[src/rtl/core/ps2_mouse_packet_cursor_tracker_assert.svh]
// Assertion macros shared by the cursor tracker RTL.
// Both macros sample on clock and are disabled while reset is high.
`ifndef PS2_MOUSE_PACKET_CURSOR_TRACKER_ASSERT_SVH
`define PS2_MOUSE_PACKET_CURSOR_TRACKER_ASSERT_SVH

// Consequent must hold in the same cycle as the antecedent
`define PS2MCT_ASSERT_SAME(label, ante, cons) \
   label: assert property (@(posedge clock) disable iff (reset) (ante) |-> (cons)) \
      else $error("cursor tracker check failed");

// Consequent must hold in the cycle after the antecedent
`define PS2MCT_ASSERT_NEXT(label, ante, cons) \
   label: assert property (@(posedge clock) disable iff (reset) (ante) |=> (cons)) \
      else $error("cursor tracker check failed");

`endif

[src/rtl/core/ps2mct_pkg.sv]
// Package for the PS/2 mouse packet cursor tracker.
// Packet slot type, protocol byte constants and register indexes; no dependencies.
package ps2mct_pkg;

   // Position of the next byte within a three-byte packet
   typedef enum logic [2:0] {
      SLOT_FLAGS = 3'b001,
      SLOT_DX    = 3'b010,
      SLOT_DY    = 3'b100
   } slot_type;

   localparam logic [7:0] ACK_BYTE = 8'hFA;
   localparam logic [7:0] OVF_MASK = 8'hC0;

   // Flag bit positions in the first packet byte
   localparam int FLAG_X_SIGN = 4;
   localparam int FLAG_Y_SIGN = 5;

   // Sign-extended delta, wide enough to carry a negated 9-bit value
   localparam int DELTA_BITS = 10;

   // Configuration port
   localparam int          CSR_INDEX_BITS = 4;
   localparam int          CSR_DATA_BITS  = 13;
   localparam logic [3:0]  CSR_SCREEN_WIDTH  = 4'd0;
   localparam logic [3:0]  CSR_SCREEN_HEIGHT = 4'd1;

   // Reset screen size
   localparam int WIDTH_RESET  = 1024;
   localparam int HEIGHT_RESET = 768;

endpackage

[src/rtl/core/ps2mct_cursor_axis.sv]
// One cursor axis: adds a signed delta and clamps to 0..limit.
// Depends on ps2mct_pkg for the delta width.
module ps2mct_cursor_axis #(
   parameter int COORD_BITS = 12
) (
   input  logic [COORD_BITS-1:0]                    cur,
   input  logic signed [ps2mct_pkg::DELTA_BITS-1:0] delta,
   input  logic [COORD_BITS-1:0]                    limit,
   output logic [COORD_BITS-1:0]                    next
);

   localparam int SUM_BITS = COORD_BITS + 2;

   logic signed [SUM_BITS-1:0] sum;

   // Two guard bits: one for the carry above the range, one for the sign
   assign sum = $signed({2'b00, cur})
              + SUM_BITS'(delta);

   // Clamp below at zero and above at the limit
   always_comb begin
      if (sum[SUM_BITS-1]) begin
         next = '0;
      end else if (sum[COORD_BITS:0] > {1'b0, limit}) begin
         next = limit;
      end else begin
         next = sum[COORD_BITS-1:0];
      end
   end

endmodule

[src/rtl/core/ps2_mouse_packet_cursor_tracker.sv]
// PS/2 mouse packet decoder with an absolute, saturating cursor. Received
// bytes enter on the req_ channel one beat at a time; acknowledge bytes (0xFA)
// are dropped anywhere. Every third remaining byte completes a packet, and a
// packet without overflow moves the cursor and gives one rsp_ beat with the
// cursor and buttons. The block takes one byte per cycle while req_stall is
// low: a byte lands in an input register, and is decoded and applied to the
// cursor once the update stage takes it; its result then stands in the output
// register until taken on the rsp_ channel. The update stage holds while an
// undelivered result is stalled. Screen size is written on the csr_ port; the
// clamp limit is worked out at the write.
// Depends on ps2mct_pkg, ps2mct_cursor_axis and the assertion macro header.
`include "ps2_mouse_packet_cursor_tracker_assert.svh"

module ps2_mouse_packet_cursor_tracker #(
   parameter int COORD_BITS = 12
) (
   input  logic                                    clock,
   input  logic                                    reset,
   // byte input channel
   input  logic                                    req_valid,
   output logic                                    req_stall,
   input  logic [7:0]                              req_rx_byte,
   // cursor result channel
   output logic                                    rsp_valid,
   input  logic                                    rsp_stall,
   output logic [COORD_BITS-1:0]                   rsp_pos_x,
   output logic [COORD_BITS-1:0]                   rsp_pos_y,
   output logic [2:0]                              rsp_buttons,
   // configuration writes
   input  logic                                    csr_we,
   input  logic [ps2mct_pkg::CSR_INDEX_BITS-1:0]   csr_index,
   input  logic [ps2mct_pkg::CSR_DATA_BITS-1:0]    csr_wdata
);

   localparam int COORD_MAX   = (1 << COORD_BITS) - 1;
   localparam int LIM_W       = (COORD_BITS > ps2mct_pkg::CSR_DATA_BITS) ?
                                COORD_BITS : ps2mct_pkg::CSR_DATA_BITS;
   localparam int COL_LIM_RST = (ps2mct_pkg::WIDTH_RESET - 1 > COORD_MAX) ?
                                COORD_MAX : ps2mct_pkg::WIDTH_RESET - 1;
   localparam int ROW_LIM_RST = (ps2mct_pkg::HEIGHT_RESET - 1 > COORD_MAX) ?
                                COORD_MAX : ps2mct_pkg::HEIGHT_RESET - 1;
   localparam int COL_RST     = (ps2mct_pkg::WIDTH_RESET / 2 > COORD_MAX) ?
                                COORD_MAX : ps2mct_pkg::WIDTH_RESET / 2;
   localparam int ROW_RST     = (ps2mct_pkg::HEIGHT_RESET / 2 > COORD_MAX) ?
                                COORD_MAX : ps2mct_pkg::HEIGHT_RESET / 2;

   // input register
   logic                  in_valid_ff, in_valid_in;
   logic [7:0]            in_byte_ff,  in_byte_in;
   // packet state
   ps2mct_pkg::slot_type  slot_ff,     slot_in;
   logic [7:0]            flags_ff,    flags_in;
   logic [7:0]            dx_ff,       dx_in;
   // cursor and output register
   logic [COORD_BITS-1:0] col_ff,      col_in;
   logic [COORD_BITS-1:0] row_ff,      row_in;
   logic [2:0]            buttons_ff,  buttons_in;
   logic                  out_valid_ff, out_valid_in;
   // clamp limits
   logic [COORD_BITS-1:0] col_lim_ff,  col_lim_in;
   logic [COORD_BITS-1:0] row_lim_ff,  row_lim_in;

   logic                  fire;
   logic                  is_ack;
   logic                  complete;
   logic                  overflow;
   logic                  emit;
   logic [ps2mct_pkg::CSR_DATA_BITS-1:0] lim_raw;
   logic [LIM_W-1:0]      lim_wide;
   logic [COORD_BITS-1:0] lim_new;
   logic signed [ps2mct_pkg::DELTA_BITS-1:0] delta_x;
   logic signed [ps2mct_pkg::DELTA_BITS-1:0] delta_y;
   logic signed [ps2mct_pkg::DELTA_BITS-1:0] delta_y_neg;
   logic [COORD_BITS-1:0] col_next;
   logic [COORD_BITS-1:0] row_next;

   // update stage advances unless a result is waiting and stalled
   assign fire      = in_valid_ff && (!out_valid_ff || !rsp_stall);
   assign req_stall = in_valid_ff && !fire;

   assign rsp_valid   = out_valid_ff;
   assign rsp_pos_x   = col_ff;
   assign rsp_pos_y   = row_ff;
   assign rsp_buttons = buttons_ff;

   // input register: load on accept, empty once the update stage takes it
   always_comb begin
      in_valid_in = in_valid_ff;
      in_byte_in  = in_byte_ff;
      if (req_valid && !req_stall) begin
         in_valid_in = 1'b1;
         in_byte_in  = req_rx_byte;
      end else if (fire) begin
         in_valid_in = 1'b0;
      end
   end

   // packet slot decode
   assign is_ack   = (in_byte_ff == ps2mct_pkg::ACK_BYTE);
   assign overflow = ((flags_ff & ps2mct_pkg::OVF_MASK) != 8'h00);

   always_comb begin
      complete = 1'b0;
      slot_in  = slot_ff;
      flags_in = flags_ff;
      dx_in    = dx_ff;
      if (fire && !is_ack) begin
         case (slot_ff)
            ps2mct_pkg::SLOT_FLAGS: begin
               flags_in = in_byte_ff;
               slot_in  = ps2mct_pkg::SLOT_DX;
            end
            ps2mct_pkg::SLOT_DX: begin
               dx_in   = in_byte_ff;
               slot_in = ps2mct_pkg::SLOT_DY;
            end
            ps2mct_pkg::SLOT_DY: begin
               complete = 1'b1;
               slot_in  = ps2mct_pkg::SLOT_FLAGS;
            end
            default: begin
               complete = 1'b1;
               slot_in  = ps2mct_pkg::SLOT_FLAGS;
            end
         endcase
      end
   end

   assign emit = complete && !overflow;

   // 9-bit signed deltas; y is negated because screen rows run downwards
   assign delta_x = ps2mct_pkg::DELTA_BITS'($signed({flags_ff[ps2mct_pkg::FLAG_X_SIGN], dx_ff}));
   assign delta_y = ps2mct_pkg::DELTA_BITS'($signed({flags_ff[ps2mct_pkg::FLAG_Y_SIGN],
                                                     in_byte_ff}));
   assign delta_y_neg = -delta_y;

   ps2mct_cursor_axis #(
      .COORD_BITS (COORD_BITS)
   ) u_axis_x (
      .cur   (col_ff),
      .delta (delta_x),
      .limit (col_lim_ff),
      .next  (col_next)
   );

   ps2mct_cursor_axis #(
      .COORD_BITS (COORD_BITS)
   ) u_axis_y (
      .cur   (row_ff),
      .delta (delta_y_neg),
      .limit (row_lim_ff),
      .next  (row_next)
   );

   // cursor and result register
   always_comb begin
      col_in       = col_ff;
      row_in       = row_ff;
      buttons_in   = buttons_ff;
      out_valid_in = out_valid_ff;
      if (emit) begin
         col_in       = col_next;
         row_in       = row_next;
         buttons_in   = flags_ff[2:0];
         out_valid_in = 1'b1;
      end else if (out_valid_ff && !rsp_stall) begin
         out_valid_in = 1'b0;
      end
   end

   // clamp limit from a written size: zero acts as one, cap at the top code
   assign lim_raw  = (csr_wdata == '0) ? '0 : csr_wdata - 1'b1;
   assign lim_wide = LIM_W'(lim_raw);
   assign lim_new  = (lim_wide > LIM_W'(COORD_MAX)) ? COORD_BITS'(COORD_MAX)
                                                    : COORD_BITS'(lim_wide);

   always_comb begin
      col_lim_in = col_lim_ff;
      row_lim_in = row_lim_ff;
      if (csr_we) begin
         case (csr_index)
            ps2mct_pkg::CSR_SCREEN_WIDTH:  col_lim_in = lim_new;
            ps2mct_pkg::CSR_SCREEN_HEIGHT: row_lim_in = lim_new;
            default: ;
         endcase
      end
   end

   // registers
   always_ff @(posedge clock) begin
      if (reset) begin
         in_valid_ff  <= 1'b0;
         slot_ff      <= ps2mct_pkg::SLOT_FLAGS;
         flags_ff     <= '0;
         dx_ff        <= '0;
         col_ff       <= COORD_BITS'(COL_RST);
         row_ff       <= COORD_BITS'(ROW_RST);
         out_valid_ff <= 1'b0;
         col_lim_ff   <= COORD_BITS'(COL_LIM_RST);
         row_lim_ff   <= COORD_BITS'(ROW_LIM_RST);
      end else begin
         in_valid_ff  <= in_valid_in;
         slot_ff      <= slot_in;
         flags_ff     <= flags_in;
         dx_ff        <= dx_in;
         col_ff       <= col_in;
         row_ff       <= row_in;
         out_valid_ff <= out_valid_in;
         col_lim_ff   <= col_lim_in;
         row_lim_ff   <= row_lim_in;
      end
   end

   always_ff @(posedge clock) begin
      in_byte_ff <= in_byte_in;
      buttons_ff <= buttons_in;
   end

   // checks
   `PS2MCT_ASSERT_SAME(a_stall_only_when_full, !in_valid_ff, !req_stall)
   `PS2MCT_ASSERT_NEXT(a_packet_gives_result,
      fire && !is_ack && slot_ff == ps2mct_pkg::SLOT_DY && !overflow, rsp_valid)
   `PS2MCT_ASSERT_NEXT(a_dx_then_dy,
      fire && !is_ack && slot_ff == ps2mct_pkg::SLOT_DX,
      slot_ff == ps2mct_pkg::SLOT_DY)

endmodule

[config.mk]
export PLATFORM = sky130hd
export DESIGN_NAME = ps2_mouse_packet_cursor_tracker
export DESIGN_NICKNAME = d
export VERILOG_FILES = /design/src/rtl/core/ps2mct_pkg.sv /design/src/rtl/core/ps2mct_cursor_axis.sv /design/src/rtl/core/ps2_mouse_packet_cursor_tracker.sv
export VERILOG_INCLUDE_DIRS = /design/src /design/src/rtl/core
export SDC_FILE = /design/constraint.sdc
export NUM_CORES = 1
export LEC_CHECK = 0
export ABC_CLOCK_PERIOD_IN_PS = 4700
export BUFFER_PORTS_ARGS = -buffer_cell sky130_fd_sc_hd__buf_4
export CAP_MARGIN = 20
export CORE_MARGIN = 1.5
export CORE_UTILIZATION = 55
export CTS_CLUSTER_DIAMETER = 40
export CTS_CLUSTER_SIZE = 25
export DETAILED_ROUTE_END_ITERATION = 7
export GPL_ROUTABILITY_DRIVEN = 0
export PLACE_DENSITY = 0.88
export SETUP_SLACK_MARGIN = 0.1
export SYNTH_ARGS = -nofsm -noshare
export SYNTH_HDL_FRONTEND = slang
export SYNTH_HIERARCHICAL = 1
export SYNTH_SLANG_ARGS = --single-unit
[constraint.sdc]
create_clock -name clock -period 4.7 [get_ports clock]
set_clock_uncertainty 0.05 [all_clocks]
set_input_delay 0.94 -clock clock [delete_from_list [all_inputs] [get_ports clock]]
set_output_delay 0.94 -clock clock [all_outputs]
set_load 0.02 [all_outputs]
==> flow_summary.ini <==
[status]
outcome = completed

[power_and_ir_drop]
combinational_group_share_of_total_power_pct = 30.6
power_density_nw_per_um2 = 294
swShare_pct = 32.5
power.sequential.fraction_pct = 34.4
cell_internal_pwr_mw = 1.44
p_switching_mw = 0.691
total_leakage_power_nw = 3.36
largest_vdd_supply_drop_uv = 197
pwr-share-clk_pct = 35.0

[layout]
regArea_um2 = 1690
finish.net_count = 898
final_layout_size_suffix_gt1_share_pct = 20.4
antenna_cells = 0
multi_input_comb_area_um2 = 4180
syn_to_final_growth_pct = 16.3
finalInstanceArea_um2 = 7240
fillerInstances = 839
post-route-util_pct = 66.2

[clocking]
clkSlewWorstSetupHoldPaths_ns = 0.06
clk_sinks = 79
numCtsBuffers = 9
clkLatencyLatePin_ns = 0.34
cts-hold-fix-buffers = 0
tritoncts = yes
clock_buffer_depth = 2
clockRootBuffer = clkbuf_16
cts_max_level = 3

[sta]
timing.final.max_slew_violations = 0
slew-limit-headroom_pct = 45.7
post_layout_min_period_ns = 4.62
timing.final.setup_violations = 0
layout_worst_path_cycle_share_pct = 98.2
rsz0062_at_grt = true
worst_slew_pin_slew_ns = 0.811
max_clock_freq_mhz = 217
finalHoldViolations = 0

[yosys]
combinational_family_with_the_most_area_after_synthesis = compound AO/OA/AOI/OAI gates
synth.cell_area_um2 = 6220
synth_cells = 759
post_synth_and_or_nand_nor_area_fraction_pct = 20.1
synth-seq-area-share_pct = 27.2
ys_warn_count = 6
synthXorXnorAreaFrac_pct = 3.94
ys_async_sr_fraction_pct = 0
synth_compound_area_share_pct = 26.4
syn-num-nets = 844
ys_seq_elements = 79
synth-edff-count = 11
post_synth_num_cell_types = 72
syn-mean-instance-area_um2 = 8.20
synth.mux.area_fraction_pct = 2.92
synthAdderAreaFrac_pct = 11.9
synth_flop_cell = dfxtp_1

[route]
drt_first_pass_iters = 6
avgRoutedWirePerCell_um = 18.2
overall_routed_net_length_um = 17500
post_route_drc = 0
drtAntennaViolNets = 0
drtIter0Drc = 562
via_count = 6018
post_drt_via_cell_ratio = 6.28

[floorplan]
dieHeight_um = 109
floorplan.initialDensity_pct = 56.9
core_area_um2 = 10900
design.die.area_um2 = 12000
rows = 38
die-width_um = 109
io_pins = 59

[global_route]
grt_remaining_overflow = 0
largest_net_degree_at_the_start_of_global_routing = 53
track_usage_pct = 28.5
grt_pass1_wl_um = 26700
grt_most_used_layer = met2
grt_antenna_before_repair = 0
grt_pass1_vias = 5561
groute.layer.met1.usage_pct = 36.0
groute.layer.met3.usage_pct = 5.33
global_route.usage.met2_pct = 48.5

[place]
port_buf_inserts = 58
dp_hpwl_um = 12100
placed_area_um2 = 6740

[min_path]
worst_hold_path_type = flip-flop to flip-flop
worstHoldStart = flags_ff[0]$_SDFFE_PP0P_
hold-path-endpoint = rsp_buttons[0]$_DFFE_PP_
hold_path_depth = 0

[setup_path]
regToRegStartpoint = in_byte_ff[2]$_DFFE_PP_
timing.reg2reg.setup_slack_ns = 0.08
timing.critical_path.required_ns = 4.84
path_type_of_the_worst_setup_path = flip-flop to flip-flop
crit_family = simple AND/OR/NAND/NOR gates
path_cells = or4_4, nor3_4, nand2_1, xor2_1, ha_1, nand3_1, nor3_1, and2_1, or3_1, a21oi_2, xnor2_2, inv_2, ha_4, nand3_4, nor4_2, a21oi_1, and2_4, buf_6, o21ai_2, buf_6, o221ai_2, nand2_1, nand3_1
critical_path.max_fanout = 8
cp.arrival_ns = 4.76
slowest_library_cell_on_the_worst_path = or4_4
ff2ff_path_depth = 23
rr_endpoint = rsp_pos_y[7]$_SDFFE_PP1P_
cp-end-kind = flip-flop
startpoint_type = flip-flop
max_stage_delay_ns = 0.59
critical_path.n_buffers_inverters = 3

[flow_run]
max-cap-violations = 0
[state kept, by name (all words and copies together) (netlist names)]
signal       flops
col_lim_ff      12
dx_ff            8
flags_ff         7
in_byte_ff       8
in_valid_ff      1
row_lim_ff      12
rsp_buttons      3
rsp_pos_x       12
rsp_pos_y       12
rsp_valid        1
slot_ff          3
[cells in the final DEF (no fill, tap or decap), types with 4 or more instances in the layout]
cell type	n
a21o_1	4
a21oi_1	49
a21oi_2	14
a22oi_1	23
a31oi_1	4
and2_1	7
and3_1	24
buf_4	76
clkbuf_16	10
dfxtp_1	68
edfxtp_1	11
ha_1	52
inv_1	69
maj3_1	4
mux2i_1	17
nand2_1	79
nand2_2	6
nand2b_1	5
nand3_1	14
nand4_1	5
nor2_1	46
nor2b_1	9
nor3_1	17
o2111ai_1	16
o211ai_1	8
o211ai_2	15
o21a_1	5
o21ai_0	29
o21bai_1	6
o221ai_2	7
or3_1	11
xnor2_1	14
xor2_1	13
[power groups by stage]
stage | combinational, mW | sequential, mW | clock, mW
final | 0.651 | 0.732 | 0.745
after global routing | 0.702 | 0.734 | 0.775
after detailed placement | 0.561 | 0.746 | 0
after CTS | 0.572 | 0.732 | 0.746
after global placement | 0.547 | 0.745 | 0
after floorplan | 0.435 | 0.750 | 0
[metal layers]
layer | vias up | routed length, um | part of all wire, %
met5 | - | 0 | 0
met4 | 0 | 567 | 3.2
met3 | 57 | 1380 | 7.9
met2 | 299 | 8280 | 47
met1 | 2784 | 7240 | 41
li1 | 2878 | - | -
[kinds of logic (layout without fill, tap and decap cells)]
logic type,after synthesis,count (layout)
AO/OA/AOI/OAI,219,219
XOR/XNOR,28,28
adder cells (fa/ha/maj),59,59
buffers and inverters,107,166
flip-flops,79,79
multiplexers,18,18
AND/OR/NAND/NOR,249,249
[metrics by stage]
stage	setup TNS, ns	power [mW]	hold WS [ns]	worst slack [ns]	cells
after global placement	0	1.29	0.364	0.0901	933
final	0	2.13	0.389	0.0839	958
after global routing	-0.739	2.21	0.407	-0.141	958
after floorplan	0	1.18	0.358	0.123	759
after CTS	0	2.05	0.386	0.115	951
after detailed placement	-0.0359	1.31	0.372	-0.0238	933
[final cells by class]
class / instances / area share [%]
Clock buffer: 11 / 3.51
Clock inverter: 5 / 0.847
Inverter: 71 / 3.78
Multi-Input combinational cell: 573 / 57.7
Sequential cell: 79 / 23.4
Tap cell: 140 / 2.42
Timing Repair Buffer: 79 / 8.35
[cell usage after synthesis (all sizes together), types with 5 or more instances]
cell type | n | share of area (%)
a21o | 5 | 0.62
a21oi | 64 | 5.8
a22oi | 24 | 2.9
and2 | 8 | 0.80
and3 | 24 | 2.4
buf | 11 | 1.6
clkbuf | 25 | 1.5
dfxtp | 68 | 22
edfxtp | 11 | 5.3
ha | 53 | 11
inv | 71 | 4.4
mux2i | 17 | 2.7
nand2 | 85 | 5.4
nand2b | 5 | 0.50
nand3 | 16 | 1.3
nand4 | 5 | 0.50
nor2 | 46 | 2.8
nor2b | 10 | 1.1
nor3 | 18 | 1.4
nor4 | 5 | 0.60
o2111ai | 16 | 2.3
o211ai | 23 | 4.0
o21a | 5 | 0.60
o21ai | 34 | 2.9
o21bai | 6 | 0.72
o221ai | 10 | 2.0
or3 | 11 | 1.1
xnor2 | 15 | 2.1
xor2 | 13 | 1.8
[repair_timing]
item	CTS	global route
endpoints found under the setup margin	12	13
pin swaps	2	15
buffers inserted	2	7
resized for setup	3	21
[worst reg2reg max path, stage by stage, from the launching register on]
cell	delay (ns)
edfxtp_1	0.38
or4_4	0.59
nor3_4	0.19
nand2_1	0.10
xor2_1	0.15
ha_1	0.33
nand3_1	0.11
nor3_1	0.07
and2_1	0.21
or3_1	0.33
a21oi_2	0.18
xnor2_2	0.16
inv_2	0.07
ha_4	0.28
nand3_4	0.06
nor4_2	0.25
a21oi_1	0.08
and2_4	0.18
buf_6	0.13
o21ai_2	0.13
buf_6	0.16
o221ai_2	0.11
nand2_1	0.08
nand3_1	0.09
[how the worst max path moves through the flow]
stage / from / endpoint / slack [ns] / cells after the start
floorplan: in_byte_ff[2]$_DFFE_PP_ / rsp_pos_y[9]$_SDFFE_PP0P_ / 0.12 / 23
global placement: in_byte_ff[2]$_DFFE_PP_ / rsp_pos_y[11]$_SDFFE_PP0P_ / 0.09 / 21
detailed placement: in_byte_ff[2]$_DFFE_PP_ / rsp_pos_y[11]$_SDFFE_PP0P_ / -0.02 / 21
CTS: in_byte_ff[1]$_DFFE_PP_ / rsp_pos_y[7]$_SDFFE_PP1P_ / 0.12 / 22
global route: in_byte_ff[2]$_DFFE_PP_ / rsp_pos_y[7]$_SDFFE_PP1P_ / -0.14 / 23
finish: in_byte_ff[2]$_DFFE_PP_ / rsp_pos_y[7]$_SDFFE_PP1P_ / 0.08 / 23
No activity file was read; power rests on OpenSTA's default activity.
